==> src/rtl/core/stt_pkg.sv <==
// Shared types, constants and arithmetic helpers of the steer-toward-target block.
package stt_pkg;

   localparam int REQ_W = 200;
   localparam int RSP_W = 32;

   localparam logic [1:0] CSR_SLOW_RADIUS      = 2'd0;
   localparam logic [1:0] CSR_FULL_STEER_ANGLE = 2'd1;
   localparam logic [1:0] CSR_MIN_THROTTLE     = 2'd2;

   localparam logic [30:0] SLOW_RADIUS_RST      = 31'd983040;
   localparam logic [15:0] FULL_STEER_ANGLE_RST = 16'd8579;
   localparam logic [14:0] MIN_THROTTLE_RST     = 15'd4096;

   localparam logic [14:0] ONE_Q14 = 15'd16384;
   localparam logic [32:0] MIN_DIST_Q16 = 33'd655;
   localparam logic [20:0] MIN_DIST_SQ = 21'(MIN_DIST_Q16) * 21'(MIN_DIST_Q16);
   localparam logic [33:0] MIN_FWD_Q28 = 34'd2684355;
   localparam logic [44:0] MIN_FWD_SQ = 45'(MIN_FWD_Q28) * 45'(MIN_FWD_Q28);
   localparam logic signed [27:0] PI_Q24 = 28'sd52707179;
   localparam logic signed [33:0] ONE_Q28 = 34'sd268435456;

   localparam int QUEUE_DEPTH = 4;
   localparam int QUEUE_AW = 2;
   localparam int SQRT_STEPS = 32;
   localparam int CORDIC_STEPS = 24;
   localparam int DIV_STEPS = 15;

   typedef struct packed {
      logic slow_radius_pad;
      logic [30:0] slow_radius;
      logic [15:0] full_steer_angle;
      logic [14:0] min_throttle;
   } stt_cfg_type;

   typedef struct packed {
      logic cmd;
      logic dshift;
      logic [30:0] ux_h;
      logic [30:0] uz_h;
      logic signed [19:0] upy14;
      logic signed [20:0] tx;
      logic signed [20:0] tz;
      logic signed [20:0] gx;
      logic signed [20:0] gz;
   } stt_item_type;

   function automatic logic [6:0] msb_index(input logic [63:0] v);
      logic [6:0] h;
      h = '0;
      for (int k = 0; k < 64; k++) begin
         if (v[k]) h = 7'(k);
      end
      return h;
   endfunction

   // Smallest right shift that brings m below 2**bits.
   function automatic logic [5:0] fit_shift(input logic [63:0] m, input int bits);
      logic [6:0] h;
      h = msb_index(m);
      if ((m >> bits) != 64'd0) return 6'(h - 7'(bits) + 7'd1);
      return 6'd0;
   endfunction

   // Right shift of the magnitude, rounding toward zero.
   function automatic logic signed [63:0] shr_tz(input logic signed [63:0] v,
                                                 input logic [5:0] s);
      logic [63:0] m;
      m = v[63] ? 64'(-v) : 64'(v);
      m = m >> s;
      return v[63] ? $signed(-m) : $signed(m);
   endfunction

   function automatic logic signed [27:0] cordic_angle(input int i);
      case (i)
         0: return 28'sd13176795;
         1: return 28'sd7778716;
         2: return 28'sd4110060;
         3: return 28'sd2086331;
         4: return 28'sd1047214;
         5: return 28'sd524117;
         6: return 28'sd262123;
         7: return 28'sd131069;
         default: return 28'sd1 <<< (24 - i);
      endcase
   endfunction

endpackage

==> src/rtl/core/stt_queue.sv <==
// Small item queue between the classifying front end and the execution back end.
module stt_queue (
   input  logic                  clock,
   input  logic                  reset,
   input  logic                  in_valid,
   output logic                  in_ready,
   input  stt_pkg::stt_item_type in_item,
   output logic                  out_valid,
   input  logic                  out_ready,
   output stt_pkg::stt_item_type out_item
);
   import stt_pkg::*;

   stt_item_type mem_ff [0:QUEUE_DEPTH-1];
   logic [QUEUE_AW-1:0] wptr_ff, wptr_in, rptr_ff, rptr_in;
   logic [QUEUE_AW:0] count_ff, count_in;
   logic push, pop;

   assign in_ready  = count_ff != (QUEUE_AW+1)'(QUEUE_DEPTH);
   assign out_valid = count_ff != '0;
   assign push = in_valid && in_ready;
   assign pop  = out_valid && out_ready;
   assign out_item = mem_ff[rptr_ff];

   always_comb begin
      wptr_in  = push ? wptr_ff + 1'b1 : wptr_ff;
      rptr_in  = pop ? rptr_ff + 1'b1 : rptr_ff;
      count_in = count_ff;
      if (push && !pop) count_in = count_ff + 1'b1;
      if (pop && !push) count_in = count_ff - 1'b1;
   end

   always_ff @(posedge clock) begin
      if (reset) begin
         wptr_ff  <= '0;
         rptr_ff  <= '0;
         count_ff <= '0;
      end else begin
         wptr_ff  <= wptr_in;
         rptr_ff  <= rptr_in;
         count_ff <= count_in;
      end
   end

   always_ff @(posedge clock) begin
      if (push) mem_ff[wptr_ff] <= in_item;
   end

endmodule

==> config.mk <==
export PLATFORM = sky130hd
export DESIGN_NAME = stt_queue
export DESIGN_NICKNAME = d
export VERILOG_FILES = /design/src/rtl/core/stt_pkg.sv /design/src/rtl/core/stt_queue.sv
export SDC_FILE = /design/constraint.sdc
export NUM_CORES = 1
export LEC_CHECK = 0
export BUFFER_PORTS_ARGS = -buffer_cell sky130_fd_sc_hd__buf_2
export CORE_ASPECT_RATIO = 1.2
export CORE_MARGIN = 1.5
export CORE_UTILIZATION = 61
export CTS_CLUSTER_SIZE = 30
export DETAILED_ROUTE_END_ITERATION = 6
export PLACE_DENSITY = 0.83
export SLEW_MARGIN = 20
export SYNTH_ARGS = -nofsm -noshare
export SYNTH_HDL_FRONTEND = slang
export SYNTH_SLANG_ARGS = --single-unit
==> constraint.sdc <==
create_clock -name clock -period 16 [get_ports clock]
set_input_delay 1.6 -clock clock [delete_from_list [all_inputs] [get_ports clock]]
set_output_delay 1.6 -clock clock [all_outputs]
set_load 0.01 [all_outputs]
==> metrics.md <==
| Metric | Value |
|---|---|
| Sw frac | `0.259` |
| Hold depth | `2` |
| F_max | `195 MHz` |
| Crit Path Max Fanout | `111` |
| Pins Over Slew Limit | `0` |
| Clk pwr share | `0.299` |
| Combinational group share of total power | `0.224` |
| FP Rows | `80` |
| Area grow syn2layout | `16.8%` |
| CP max stage delay | `0.79 ns` |
| Finished Cell Area | `28900 um2` |
| CTS sink cnt | `681` |
| Max Clock Skew | `0.0194 ns` |
| CTS tree | `built` |
| Die ar. | `between 40000 and 50000 um2` |
| CP Class | `flip-flop to output pin` |
| Top routing layer in use | `met5` |
| Die Width | `187 um` |
| Period Utilization, post-route | `0.321` |
| Met1 Wirelength | `approximately 17000 um` |
| Cts hold-fix bufs | `0` |
| Placed cell areas | `between 20000 and 30000 um2` |
| FF-to-FF End | `mem_ff[0][66]$_DFFE_PP_` |
| Clock period minus final worst setup slack | `5.13 ns` |
| Status | `completed` |
| Die H | `223 um` |
| Grt ovf | `0` |
| Sw power | `1.20 mW` |
| First-pass GRT wire length | `72600 um` |
| Hold Path Origin | `wptr_ff[1]$_SDFFE_PP0P_` |
| Setup Fix Bufs, Post-CTS | `0` |
| Final Hold Fails | `0` |
| Via count | `11160` |
| Iter 0 DRT Violations | `776` |
| Number of synthesized flops with an enable pin | `672` |
| Hold endpoint | `wptr_ff[1]$_SDFFE_PP0P_` |
| Net count after synthesis | `1108` |
| RSZ-0062 raised after global routing | `false` |
| DR WL met3 | `between 4000 and 5000 um` |
| Crit start category | `flip-flop` |
| First-pass DRT Iterations | `5` |
| Main flop type after synthesis | `edfxtp_1` |
| Clock slew at reported path FFs | `around 0.060 ns` |
| Endpoint class of the critical path | `output pin` |
| Slew @ Worst Pin | `approximately 1.1 ns` |
| Power, Total | `4.65 mW` |
| Vias per inst | `5.89` |
| Post-CTS Resized | `0` |
| Synth cell types | `23` |
| Final WS setup | `between 10 and 15 ns` |
| Setup Total Neg Slack | `0 ns` |
| Fraction of layout cells with a size suffix above 1 | `0.453` |
| Req. time, crit path | `between 10 and 15 ns` |
| Async set-or-reset flop fraction in the synthesized netlist | `0` |
| Lkg Pwr | `9.59 nW` |
| Largest net degree at the start of global routing | `approximately 110` |
| Post-DRT Antenna Nets | `0` |
| P per Cell Area | `between 150 and 200 nW/um2` |
| Int Power | `between 3 and 4 mW` |
| Initial antenna violation count | `20` |
| Vias in the first global route | `between 10000 and 15000` |
| Pre-CTS WS | `11.31 ns` |
| Max Root-Sink Buffers | `3` |
| R2R depth | `4` |
| # IOs | `342` |
| R2R Setup Slk | `approximately 13 ns` |
| Syn Inst Count | `930` |
| All-Layer GR Usage | `0.239` |
| Setup-failing EPs final | `0` |
| Initial core utilization | `0.620` |
| Routed wire per std cell | `26.0 um` |
| Post-synthesis sequential area ratio | `0.824` |
| Max IR drop VDD | `125 uV` |
| Inserted Clock Buffers | `roughly 60` |
| Critical path, cell by cell | `buf_12, buf_4, mux4_2, buf_2` |
| Part of the power in registers | `0.477` |
| Syn avg cell area | `26.6 um2` |
| H-Tree Depth | `2` |
| Worst path arrival time | `about 3.5 ns` |
| Final HPWL from detailed placement | `28900 um` |
| Routed met2 length | `25300 um` |
| Worst hold path class | `flip-flop to flip-flop` |
| Drt total wl | `49300 um` |
| PortBufs | `341` |
| Relative max-transition margin | `0.294` |
| Residual DRC | `0` |
| Number of max-cap violations | `0` |
| Critical R2R Launch | `count_ff[0]$_SDFFE_PP0P_` |
| Syn Std Cell Area | `24700 um2` |
| Slowest-stage cell, CP | `buf_4` |
| Clk_lat worst skew | `0.59 ns` |
| Fin nets | `1483` |
| CTS Root Cell | `clkbuf_16` |
| Yosys warns | `0` |
| GPL Wtd Cong | `roughly 0.75` |
| Core Region | `about 40000 um2` |
| FF+latch count, synth | `about 680` |
-- cells by family (layout without fill, tap and decap cells) --
| family | Yosys count | in the layout | synth area share |
|---|---|---|---|
| compound gates | 6 | 6 | 0.00162 |
| xor+xnor | 4 | 4 | 0.00142 |
| fa+ha+maj | 6 | 6 | 0.00334 |
| buf+inv | 45 | 463 | 0.0123 |
| flops | 681 | 681 | 0.824 |
| mux | 170 | 170 | 0.154 |
| other cells | 0 | 14 | 0 |
| simple gates | 18 | 18 | 0.00354 |
-- power by group through the flow --
stage | logic, mW | registers (mW) | clock network [mW]
after detailed placement | 1.05 | 2.25 | 0
after floorplan | 0.715 | 2.24 | 0
final | 1.04 | 2.22 | 1.39
after global routing | 1.11 | 2.23 | 1.48
after global placement | 1.03 | 2.24 | 0
after CTS | 1.06 | 2.22 | 1.41
-- synth_stat cells (2+ instances only) --
master,count,area (um2)
dfxtp_1,9,180
nand2b_1,2,12.5
nor2_1,9,33.8
buf_6,15,169
mux4_2,168,3780
or3_1,2,12.5
edfxtp_1,672,20200
xor2_1,3,26.3
inv_1,6,22.5
clkbuf_1,6,22.5
a21oi_1,2,10.0
buf_2,18,90.1
and2_1,4,25.0
ha_1,5,62.6
-- stage by stage --
stage                util  hold WS [ns]  cells
floorplan               -         0.482    930
global placement    0.676         0.497   1777
detailed placement  0.676         0.520   1777
CTS                 0.724         0.536   1881
global route        0.724         0.560   1888
finish              0.725         0.535   1895
-- final cells by class --
class                           instances  area (um2)
Clock buffer                           72        1570
Inverter                                6        22.5
Tap cell                              533         667
Antenna cell                           14        35.0
Multi-Input combinational cell        204        4060
Fill cell                            2294       11000
Clock inverter                         32         335
Sequential cell                       681       20400
Timing Repair Buffer                  353        1810
-- sequential cells by signal, indices dropped and copies added (netlist names), named ones only --
signal / cells
count_ff: 3
mem_ff: 672
rptr_ff: 2
wptr_ff: 2
-- worst max-delay path by stage --
stage | end | slack, ns
after floorplan | mem_ff[0][0]$_DFFE_PP_ | 9.61
after global placement | out_item[160] | 11.38
after detailed placement | out_item[160] | 11.31
after CTS | out_item[160] | 10.66
after global routing | out_item[160] | 10.51
final | out_item[165] | 10.87
-- cell usage in the layout (no fill, tap or decap), types with 3 or more instances in the layout --
cell type and instances:
edfxtp_1 672, buf_2 341, mux4_2 168, clkbuf_16 61, diode_2 14, clkbuf_1 11, clkinv_1 11, buf_4 11
clkinv_2 10, nor2_1 9, bufinv_16 7, dfxtp_1 7, inv_1 6, ha_1 5, and2_4 4, xor2_1 3
-- layer usage --
layer / GRT usage / up-vias
li1: - / 4785
met4: 0.108 / 18
met3: 0.0750 / 113
met2: 0.397 / 490
met1: 0.291 / 5754
met5: 0 / -
-- critical path: cells and delay by family, from the launching register on --
kind | cells | cell delay (ns)
mux | 1 | 0.63
flops | 1 | 0.56
buf+inv | 3 | 1.66
Note: power is estimated with default switching activity, not from simulation.
